==> config.mk <==
export PLATFORM = sky130hd
export DESIGN_NAME = clip_span_single_rect_check
export DESIGN_NICKNAME = d
export VERILOG_FILES = /design/src/csrc_pkg.sv /design/src/csrc_in_reg.sv /design/src/csrc_core.sv /design/src/csrc_out_reg.sv /design/src/clip_span_single_rect_check.sv
export SDC_FILE = /design/constraint.sdc
export NUM_CORES = 2
export LEC_CHECK = 0
export ABC_AREA = 1
export BUFFER_PORTS_ARGS = -buffer_cell sky130_fd_sc_hd__buf_2
export CORE_UTILIZATION = 55
export CTS_CLUSTER_SIZE = 30
export DETAILED_ROUTE_END_ITERATION = 12
export GPL_ROUTABILITY_DRIVEN = 0
export PLACE_DENSITY = 0.77
export SLEW_MARGIN = 25
export SYNTH_ARGS = -nofsm -noshare
export SYNTH_HDL_FRONTEND = slang
export SYNTH_HIERARCHICAL = 1
export SYNTH_SLANG_ARGS = --single-unit
export TNS_END_PERCENT = 5
==> constraint.sdc <==
create_clock -name clk -period 9.9 [get_ports clk]
set_clock_uncertainty 0.2 [all_clocks]
set_input_delay 0 -clock clk [delete_from_list [all_inputs] [get_ports clk]]
set_output_delay 0 -clock clk [all_outputs]
set_load 0.005 [all_outputs]
==> src/csrc_pkg.sv <==
// shared types and constants for the single-rectangle clip check
// no dependencies

package csrc_pkg;

  localparam int COORD_WIDTH_DEF = 32;

  typedef enum logic [1:0] {
    MODE_START = 2'd0,
    MODE_BAND  = 2'd1,
    MODE_SPAN  = 2'd2,
    MODE_END   = 2'd3
  } mode_t;

  typedef struct packed {
    logic  valid;
    mode_t mode;
  } item_ctl_t;

endpackage

==> src/csrc_in_reg.sv <==
// input register stage for the clip check
// depends on csrc_pkg

module csrc_in_reg #(
  parameter int COORD_WIDTH = csrc_pkg::COORD_WIDTH_DEF
) (
  input  logic                          clk,
  input  logic                          rst,
  input  logic                          s_tvalid,
  output logic                          s_tready,
  input  logic [1:0]                    s_mode,
  input  logic signed [COORD_WIDTH-1:0] s_low_x,
  input  logic signed [COORD_WIDTH-1:0] s_low_y,
  input  logic signed [COORD_WIDTH-1:0] s_high_x,
  input  logic signed [COORD_WIDTH-1:0] s_high_y,
  input  logic                          take,
  output csrc_pkg::item_ctl_t           item_ctl,
  output logic signed [COORD_WIDTH-1:0] low_x,
  output logic signed [COORD_WIDTH-1:0] low_y,
  output logic signed [COORD_WIDTH-1:0] high_x,
  output logic signed [COORD_WIDTH-1:0] high_y
);

  logic            valid;
  csrc_pkg::mode_t mode;
  logic            accept;

  assign s_tready = !valid || take;
  assign accept   = s_tvalid && s_tready;

  always_ff @(posedge clk) begin
    if (rst) begin
      valid <= 1'b0;
    end else begin
      valid <= accept || (valid && !take);
    end
  end

  always_ff @(posedge clk) begin
    if (accept) begin
      mode   <= csrc_pkg::mode_t'(s_mode);
      low_x  <= s_low_x;
      low_y  <= s_low_y;
      high_x <= s_high_x;
      high_y <= s_high_y;
    end
  end

  assign item_ctl.valid = valid;
  assign item_ctl.mode  = mode;

endmodule

==> src/csrc_core.sv <==
// clamp and merge logic with the running clip state
// depends on csrc_pkg

module csrc_core #(
  parameter int COORD_WIDTH = csrc_pkg::COORD_WIDTH_DEF
) (
  input  logic                          clk,
  input  logic                          rst,
  input  csrc_pkg::item_ctl_t           item_ctl,
  input  logic signed [COORD_WIDTH-1:0] low_x,
  input  logic signed [COORD_WIDTH-1:0] low_y,
  input  logic signed [COORD_WIDTH-1:0] high_x,
  input  logic signed [COORD_WIDTH-1:0] high_y,
  output logic                          take,
  input  logic                          res_ready,
  output logic                          res_valid,
  output logic                          res_status,
  output logic signed [COORD_WIDTH-1:0] res_lox,
  output logic signed [COORD_WIDTH-1:0] res_loy,
  output logic signed [COORD_WIDTH-1:0] res_hix,
  output logic signed [COORD_WIDTH-1:0] res_hiy
);

  logic signed [COORD_WIDTH-1:0] r_lox, r_loy, r_hix, r_hiy;
  logic signed [COORD_WIDTH-1:0] b_y0, b_y1;
  logic signed [COORD_WIDTH-1:0] m_lox, m_loy, m_hix, m_hiy;
  logic                          failed;

  logic signed [COORD_WIDTH-1:0] r_lox_next, r_loy_next, r_hix_next, r_hiy_next;
  logic signed [COORD_WIDTH-1:0] b_y0_next, b_y1_next;
  logic signed [COORD_WIDTH-1:0] m_lox_next, m_loy_next, m_hix_next, m_hiy_next;
  logic                          failed_next;

  logic                          fire;
  logic signed [COORD_WIDTH-1:0] x0, x1;

  assign take = (item_ctl.mode != csrc_pkg::MODE_END) || res_ready;
  assign fire = item_ctl.valid && take;

  // span clamped to the render rect
  assign x0 = (low_x < r_lox) ? r_lox : low_x;
  assign x1 = (high_x > r_hix) ? r_hix : high_x;

  always_comb begin
    r_lox_next  = r_lox;
    r_loy_next  = r_loy;
    r_hix_next  = r_hix;
    r_hiy_next  = r_hiy;
    b_y0_next   = b_y0;
    b_y1_next   = b_y1;
    m_lox_next  = m_lox;
    m_loy_next  = m_loy;
    m_hix_next  = m_hix;
    m_hiy_next  = m_hiy;
    failed_next = failed;
    if (fire) begin
      case (item_ctl.mode)
        csrc_pkg::MODE_START: begin
          r_lox_next  = low_x;
          r_loy_next  = low_y;
          r_hix_next  = high_x;
          r_hiy_next  = high_y;
          m_lox_next  = low_x;
          m_loy_next  = low_y;
          m_hix_next  = low_x;
          m_hiy_next  = low_y;
          b_y0_next   = low_y;
          b_y1_next   = low_y;
          failed_next = 1'b0;
        end
        csrc_pkg::MODE_BAND: begin
          b_y0_next = (low_y < r_loy) ? r_loy : low_y;
          b_y1_next = (high_y > r_hiy) ? r_hiy : high_y;
        end
        csrc_pkg::MODE_SPAN: begin
          if (!failed && (x0 < x1) && (b_y0 < b_y1)) begin
            if (m_loy == m_hiy) begin
              m_lox_next = x0;
              m_loy_next = b_y0;
              m_hix_next = x1;
              m_hiy_next = b_y1;
            end else if (m_lox == x0 && m_hix == x1 && m_loy <= b_y1 && m_hiy >= b_y0) begin
              if (b_y0 < m_loy) m_loy_next = b_y0;
              if (b_y1 > m_hiy) m_hiy_next = b_y1;
            end else if (m_loy == b_y0 && m_hiy == b_y1 && m_lox <= x1 && m_hix >= x0) begin
              if (x0 < m_lox) m_lox_next = x0;
              if (x1 > m_hix) m_hix_next = x1;
            end else begin
              failed_next = 1'b1;
            end
          end
        end
        default: begin
        end
      endcase
    end
  end

  always_ff @(posedge clk) begin
    if (rst) begin
      r_lox  <= '0;
      r_loy  <= '0;
      r_hix  <= '0;
      r_hiy  <= '0;
      b_y0   <= '0;
      b_y1   <= '0;
      m_lox  <= '0;
      m_loy  <= '0;
      m_hix  <= '0;
      m_hiy  <= '0;
      failed <= 1'b0;
    end else begin
      r_lox  <= r_lox_next;
      r_loy  <= r_loy_next;
      r_hix  <= r_hix_next;
      r_hiy  <= r_hiy_next;
      b_y0   <= b_y0_next;
      b_y1   <= b_y1_next;
      m_lox  <= m_lox_next;
      m_loy  <= m_loy_next;
      m_hix  <= m_hix_next;
      m_hiy  <= m_hiy_next;
      failed <= failed_next;
    end
  end

  assign res_valid  = fire && (item_ctl.mode == csrc_pkg::MODE_END);
  assign res_status = failed;
  assign res_lox    = failed ? '0 : m_lox;
  assign res_loy    = failed ? '0 : m_loy;
  assign res_hix    = failed ? '0 : m_hix;
  assign res_hiy    = failed ? '0 : m_hiy;

  a_start_clears: assert property (@(posedge clk) disable iff (rst)
    fire && item_ctl.mode == csrc_pkg::MODE_START |=> !failed)
    else $error("failed flag not cleared by start word");

  a_failed_sticky: assert property (@(posedge clk) disable iff (rst)
    failed && !(fire && item_ctl.mode == csrc_pkg::MODE_START) |=> failed)
    else $error("failed flag dropped without start word");

  a_merged_ordered: assert property (@(posedge clk) disable iff (rst)
    m_lox <= m_hix && m_loy <= m_hiy)
    else $error("merged rectangle bounds out of order");

  a_result_needs_room: assert property (@(posedge clk) disable iff (rst)
    res_valid |-> res_ready)
    else $error("result issued while output register busy");

endmodule

==> src/csrc_out_reg.sv <==
// result register stage for the clip check
// depends on csrc_pkg for the default width

module csrc_out_reg #(
  parameter int COORD_WIDTH = csrc_pkg::COORD_WIDTH_DEF
) (
  input  logic                          clk,
  input  logic                          rst,
  input  logic                          res_valid,
  output logic                          res_ready,
  input  logic                          res_status,
  input  logic signed [COORD_WIDTH-1:0] res_lox,
  input  logic signed [COORD_WIDTH-1:0] res_loy,
  input  logic signed [COORD_WIDTH-1:0] res_hix,
  input  logic signed [COORD_WIDTH-1:0] res_hiy,
  output logic                          m_tvalid,
  input  logic                          m_tready,
  output logic                          status,
  output logic signed [COORD_WIDTH-1:0] vis_lox,
  output logic signed [COORD_WIDTH-1:0] vis_loy,
  output logic signed [COORD_WIDTH-1:0] vis_hix,
  output logic signed [COORD_WIDTH-1:0] vis_hiy
);

  logic valid;

  assign res_ready = !valid || m_tready;
  assign m_tvalid  = valid;

  always_ff @(posedge clk) begin
    if (rst) begin
      valid <= 1'b0;
    end else if (res_ready) begin
      valid <= res_valid;
    end
  end

  always_ff @(posedge clk) begin
    if (res_ready && res_valid) begin
      status  <= res_status;
      vis_lox <= res_lox;
      vis_loy <= res_loy;
      vis_hix <= res_hix;
      vis_hiy <= res_hiy;
    end
  end

endmodule

==> src/clip_span_single_rect_check.sv <==
// top level of the single-rectangle clip check
// depends on csrc_pkg, csrc_in_reg, csrc_core, csrc_out_reg

// Accepts one word per cycle: a start word with the render rect, then y bands
// and x spans, then an end word that yields one result word through the input and output registers.
// Each band and span is clamped to the render rect and merged into a running
// rectangle; any shape that is not a single rectangle sets status. Throughput
// is one word per clock; only an end word waits, for as long as the output
// register still holds an untaken result.

module clip_span_single_rect_check #(
  parameter int COORD_WIDTH = csrc_pkg::COORD_WIDTH_DEF
) (
  input  logic                               clk,
  input  logic                               rst,
  input  logic                               s_tvalid,
  output logic                               s_tready,
  // low_x, low_y, high_x, high_y, zero padding
  input  logic [((4*COORD_WIDTH+7)/8)*8-1:0] s_tdata,
  // mode
  input  logic [1:0]                         s_tuser,
  output logic                               m_tvalid,
  input  logic                               m_tready,
  // vis_lox, vis_loy, vis_hix, vis_hiy, zero padding
  output logic [((4*COORD_WIDTH+7)/8)*8-1:0] m_tdata,
  // status
  output logic                               m_tuser
);

  localparam int DataWidth = ((4*COORD_WIDTH+7)/8)*8;

  csrc_pkg::item_ctl_t           item_ctl;
  logic signed [COORD_WIDTH-1:0] low_x, low_y, high_x, high_y;
  logic                          take;
  logic                          res_valid, res_ready, res_status;
  logic signed [COORD_WIDTH-1:0] res_lox, res_loy, res_hix, res_hiy;
  logic signed [COORD_WIDTH-1:0] vis_lox, vis_loy, vis_hix, vis_hiy;

  csrc_in_reg #(.COORD_WIDTH(COORD_WIDTH)) u_in_reg (
    .clk      (clk),
    .rst      (rst),
    .s_tvalid (s_tvalid),
    .s_tready (s_tready),
    .s_mode   (s_tuser),
    .s_low_x  (s_tdata[COORD_WIDTH-1:0]),
    .s_low_y  (s_tdata[2*COORD_WIDTH-1:COORD_WIDTH]),
    .s_high_x (s_tdata[3*COORD_WIDTH-1:2*COORD_WIDTH]),
    .s_high_y (s_tdata[4*COORD_WIDTH-1:3*COORD_WIDTH]),
    .take     (take),
    .item_ctl (item_ctl),
    .low_x    (low_x),
    .low_y    (low_y),
    .high_x   (high_x),
    .high_y   (high_y)
  );

  csrc_core #(.COORD_WIDTH(COORD_WIDTH)) u_core (
    .clk        (clk),
    .rst        (rst),
    .item_ctl   (item_ctl),
    .low_x      (low_x),
    .low_y      (low_y),
    .high_x     (high_x),
    .high_y     (high_y),
    .take       (take),
    .res_ready  (res_ready),
    .res_valid  (res_valid),
    .res_status (res_status),
    .res_lox    (res_lox),
    .res_loy    (res_loy),
    .res_hix    (res_hix),
    .res_hiy    (res_hiy)
  );

  csrc_out_reg #(.COORD_WIDTH(COORD_WIDTH)) u_out_reg (
    .clk        (clk),
    .rst        (rst),
    .res_valid  (res_valid),
    .res_ready  (res_ready),
    .res_status (res_status),
    .res_lox    (res_lox),
    .res_loy    (res_loy),
    .res_hix    (res_hix),
    .res_hiy    (res_hiy),
    .m_tvalid   (m_tvalid),
    .m_tready   (m_tready),
    .status     (m_tuser),
    .vis_lox    (vis_lox),
    .vis_loy    (vis_loy),
    .vis_hix    (vis_hix),
    .vis_hiy    (vis_hiy)
  );

  assign m_tdata = DataWidth'({vis_hiy, vis_hix, vis_loy, vis_lox});

endmodule
Word level (Yosys, flattened, before mapping) --
Index checks and enable logic that the tools add are counted.
Storage, ports and cells: flip-flop bits (word level) 582, bits of input ports 134, output and inout port bits 131, word-level logic and storage cells 121
Operators by class: order comparisons 14, equal/unequal tests 20, muxes and demuxes 33, reduce and logical (&&, ||, !) cells 31
Operator list (number):
- $mux 32 | 22
- $pmux 32 s2 | 6
- $lt 32x32->1 | 6
- $eq 32x32->1 | 5
- $gt 32x32->1 | 4
- $ge 32x32->1 | 2
- $le 32x32->1 | 2
- $ne 3x1->1 const B | 6
- $reduce_and 6->1 | 3
- $logic_and 1x1->1 | 13
- $reduce_and 5->1 | 2
- $ne 2x2->1 const B | 4
- $eq 2x2->1 const B | 2
- $logic_not 1->1 | 4
- $logic_or 1x1->1 | 4
- $mux 1 | 4
- $reduce_and 2->1 | 2
- $reduce_bool 2->1 | 2
- $ne 3x2->1 const B | 1
- $eq 2x1->1 const B | 1
- $logic_not 2->1 | 1
- $ne 2x1->1 const B | 1
- $pmux 1 s2 | 1

Longest topological paths before layout --
depth after elaboration 10, gate-level depth with buffers 38

Modules after synthesis --
Netlist, hierarchy kept.
Modules (own cells, without submodules):
- csrc_core | instances 1, cells each 3941, area each 26365.3 µm²
- csrc_in_reg | instances 1, cells each 137, area each 3958.8 µm²
- csrc_out_reg | instances 1, cells each 135, area each 3921.3 µm²

Worst setup path after synthesis --
OpenSTA, ideal clock, no wires.
path kind register to register, start point register u_in_reg.mode[1], end point register u_out_reg.status (enable), setup time 0.659 ns, arrival 7.839 ns, required time 9.041 ns, path slack 1.202 ns, cell stages (with the launch flop) 11, path buffers 3, path through edfxtp_1 -> clkbuf_1 -> nand3b_1 -> nand2_1 -> inv_1 -> clkbuf_1 -> clkbuf_1 -> nand3_1 -> inv_1 -> inv_1 -> a21oi_1
On the way: word-level cells in the longest chain between the ends 5, elaborated cells between the ends (all ways) 6, those cells by class eq/ne: 2; reduce/logical: 4
Ends and longest elaborated chain:
- start: declaration | line csrc_in_reg.sv:25 | csrc_pkg::mode_t mode;
- start signal: assignment | line csrc_in_reg.sv:41 | mode <= csrc_pkg::mode_t'(s_mode);
- $ne 2x2->1 | line csrc_core.sv:37 | assign take = (item_ctl.mode != csrc_pkg::MODE_END) || res_ready;
- $logic_or 1x1->1 | line csrc_core.sv:37
- named net take | line clip_span_single_rect_check.sv:34 | logic take;
- $logic_and 1x1->1 | line csrc_core.sv:38 | assign fire = item_ctl.valid && take;
- $logic_and 1x1->1 | line csrc_core.sv:127 | assign res_valid = fire && (item_ctl.mode == csrc_pkg::MODE_END);
- named net res_valid | line clip_span_single_rect_check.sv:35 | logic res_valid, res_ready, res_status;
- $logic_and 1x1->1 | line csrc_out_reg.sv:39 | if (res_ready && res_valid) begin
- end signal: assignment | line csrc_out_reg.sv:40 | status <= res_status;
- end: declaration | line csrc_out_reg.sv:18 | output logic status,
The timed path passes the listed nets, and every way through them passes these cells. A chain may end at the register's enable or synchronous reset.

Worst setup path in the final report --
start point register u_in_reg.low_x[15], end point register u_core.m_lox[13]
On the way: word-level cells in the longest chain between the ends 8, elaborated cells between the ends (all ways) 23, those cells by class order compare: 4; eq/ne: 5; mux: 7; reduce/logical: 7
Ends and longest elaborated chain:
- start: declaration | line csrc_in_reg.sv:18 | output logic signed [COORD_WIDTH-1:0] low_x,
- start signal: assignment | line csrc_in_reg.sv:42 | low_x <= s_low_x;
- $lt 32x32->1 | line csrc_core.sv:41 | assign x0 = (low_x < r_lox) ? r_lox : low_x;
- $mux 32 * | line csrc_core.sv:41
- branches (longest 6 deep; another with $lt 32x32->1)
- end signal: assignment | line csrc_core.sv:119 | m_lox <= m_lox_next;
- end: declaration | line csrc_core.sv:26 | logic signed [COORD_WIDTH-1:0] m_lox, m_loy, m_hix, m_hiy;
Mark *: on every way between the ends. The select of a mux whose other input is x is not followed.

==> out/results.txt <==
Period Utilization, post-route: 0.9086
R2R Setup Slk: 0.91 ns
Hold Path Origin: u_core/r_hix[23]$_SDFFE_PP0P_
setup TNS: 0 ns
CTS buffer count: 60
status: completed
Syn Inst Count: 4213
die width: 251.5 um
hold depth: 2
pre-CTS setup slack: 1.978 ns
final hold violations: 0
Critical Path End Type: flip-flop
final setup fails: 0
post-layout net count: 5226
vias in the first global route: 29308
Rows: 91
Synth Area per Inst: 8.128 um^2
Remaining DRCs: 0
Worst R2R Path Depth: 31
Critical Path Start Type: flip-flop
post-synth top area share: 0.2271
Max Fclk: 0.1112 GHz
Die Y: 251.5 um
CTS tree: done
Netlist cell types: 49
Initial Utilization: 0.5560
grt total ovfl: 0
DR vias/cell: 5.713
Post-Synthesis Cell Area: 34250 um^2
Tot Pwr: 6425 uW
area growth from synthesis to layout: 18.89%
drt total wl: 104900 um
FF+latch count, synth: 582
max_cap viols: 0
Lkg Pwr: 0.01855 uW
Yosys warnings: 6
largest net degree at the start of global routing: 117
GR Util All Layers: 0.3261
hold endpoint: u_core/r_hix[23]$_SDFFE_PP0P_
drt initial violations: 3859
maximum vdd drop: 136.7 uV
Crit path required time: 10.23 ns
cell taking the most area after synthesis: edfxtp_1
clk buf depth: 3
crit path DAT: 9.33 ns
CP max stage delay: 0.75 ns
Synth area leaders: edfxtp_1 23%, dfxtp_1 19%, ha_1 16%
Final Hold Slack: 0.2699 ns
critical path's slowest cell: a21oi_2
initial antenna violation count: 5
Filler cells: 4989
vias: 31648
pwr/cell area: 157.8 nW/um^2
Main synth FF type: dfxtp_1
first-pass GRT wire length: 161700 um
# clock sinks: 582
Slew HR: 0.2810
buffers added on ports: 264
Core ar.: 61600 um^2
io pins: 265
DIE AREA: 63270 um^2
register area share after synthesis: 0.4159
dpl hpwl: 72730 um
commonest cells in the netlist: 678 x nand2_1, 618 x inv_1, 456 x nor2_1, 442 x ha_1, 417 x a21oi_1
Reg-to-Reg Start: u_in_reg/low_x[15]$_DFFE_PP_
synthesized net count: 4789
Clock H-tree levels: 2
Worst Slack Setup Final: 0.9050 ns
Final min period: 8.995 ns
Resized cells post-CTS: 0
worst slew pin tran: 1.079 ns
Pre-Repair DR Iteration Count: 6
clk_lat worst skew: 0.65 ns
Reg clk slew, reported paths: 0.07 ns
Setup CP Type: flip-flop to flip-flop
post-synthesis async set-or-reset flop share: 0
antenna viol nets, final: 0
most used cell, CP: inv_1
Hold/Removal Path Class: flip-flop to flip-flop
EDFF count, synth: 259
RSZ-0062 raised after global routing: false
share of post-route cells with drive strength above 1: 0.09166
Pins Over Slew Limit: 0
worst r2r dst: u_core/m_lox[13]$_SDFFE_PP0P_
CTS root buf: clkbuf_16
Wirelength per Cell: 18.94 um
count leader, synth: nand2_1
CP max FO: 46
cell usage in the layout, fill, tap and decap left out, types with 14 or more instances in the layout:
cell type and n:
clkbuf_1 14, a21oi_1 415, nor2_1 455, clkbuf_16 62, edfxtp_1 259, nand3_1 58, a211oi_1 20, nor4_1 18
buf_4 24, xnor2_1 20, clkinv_2 17, nor3_1 20, inv_1 614, o211ai_1 41, buf_2 264, ha_1 442
nand2_1 677, nand4_1 116, dlygate4sd3_1 266, o21ai_0 408, a221oi_1 36, dfxtp_1 322
kinds of logic (layout without fill, tap and decap cells):
| group | count (synthesis) | after routing | synth area share |
|---|---|---|---|
| simple gates | 1381 | 1381 | 0.1690 |
| fa+ha+maj | 442 | 442 | 0.1615 |
| flops | 582 | 582 | 0.4159 |
| other cells | 0 | 1 | 0 |
| buf+inv | 805 | 1294 | 0.09123 |
| xor+xnor | 22 | 22 | 0.005627 |
| compound gates | 981 | 981 | 0.1567 |
per-layer routing:
metal,global-route usage,wire (um)
met1,0.4652,44750
met5,0,36
met3,0.07923,12740
met2,0.4756,43500
met4,0.1230,3887
critical path: cells and delay by family, from the launching register on:
family | cells | cell delay (ns)
and+or+nand+nor | 15 | 3.51
AOI/OAI and AO/OA | 6 | 2.53
buffers and inverters | 7 | 1.21
adders and majority gates | 2 | 0.70
DFF | 1 | 0.48
xor gates and xnor gates | 1 | 0.23
metrics by stage:
| stage | utilization | instances | cell area, um^2 |
|---|---|---|---|
| global route | 0.6610 | 5540 | 40710 |
| finish | 0.6610 | 5540 | 40710 |
| detailed placement | 0.5861 | 5158 | 36100 |
| global placement | 0.5856 | 5157 | 36070 |
| floorplan | - | 4213 | 34250 |
| CTS | 0.6605 | 5538 | 40690 |
worst max path at each step:
stage / start / to / slack (ns) / cells past startpoint
after global placement: u_in_reg/low_x[15]$_DFFE_PP_ / u_core/m_lox[1]$_SDFFE_PP0P_ / 2.02 / 30
after CTS: u_in_reg/low_x[15]$_DFFE_PP_ / u_core/m_lox[11]$_SDFFE_PP0P_ / 1.89 / 32
after global routing: u_in_reg/low_x[15]$_DFFE_PP_ / u_core/m_lox[15]$_SDFFE_PP0P_ / 0.45 / 29
final: u_in_reg/low_x[15]$_DFFE_PP_ / u_core/m_lox[13]$_SDFFE_PP0P_ / 0.91 / 31
after floorplan: u_in_reg/mode[1]$_DFFE_PP_ / u_out_reg/status$_DFFE_PP_ / 1.20 / 10
after detailed placement: u_in_reg/low_x[15]$_DFFE_PP_ / u_core/m_lox[5]$_SDFFE_PP0P_ / 1.98 / 32
timing repair:
action | in CTS | in global routing
setup buffers | 0 | 0
hold endpoints to repair | 211 | 0
hold buffers | 266 | 0
power breakdown:
part | internal, uW | switching (uW)
logic | 521 | 913
registers | 2620 | 105
clock network | 1270 | 993
total | 4410 | 2010
final cells by class:
| type | count | area, um^2 | area share |
|---|---|---|---|
| clock buffers | 80 | 1653 | 0.04060 |
| well taps | 837 | 1047 | 0.02572 |
| diodes | 1 | 2.502 | 0.00006146 |
| inverters | 623 | 2347 | 0.05765 |
| repair buffers | 557 | 4223 | 0.1037 |
| flip-flops and latches | 582 | 14250 | 0.3499 |
| multi-input cells | 2826 | 16920 | 0.4156 |
| clock inverters | 34 | 272.8 | 0.006699 |
Note: power is estimated with default switching activity, not from simulation.
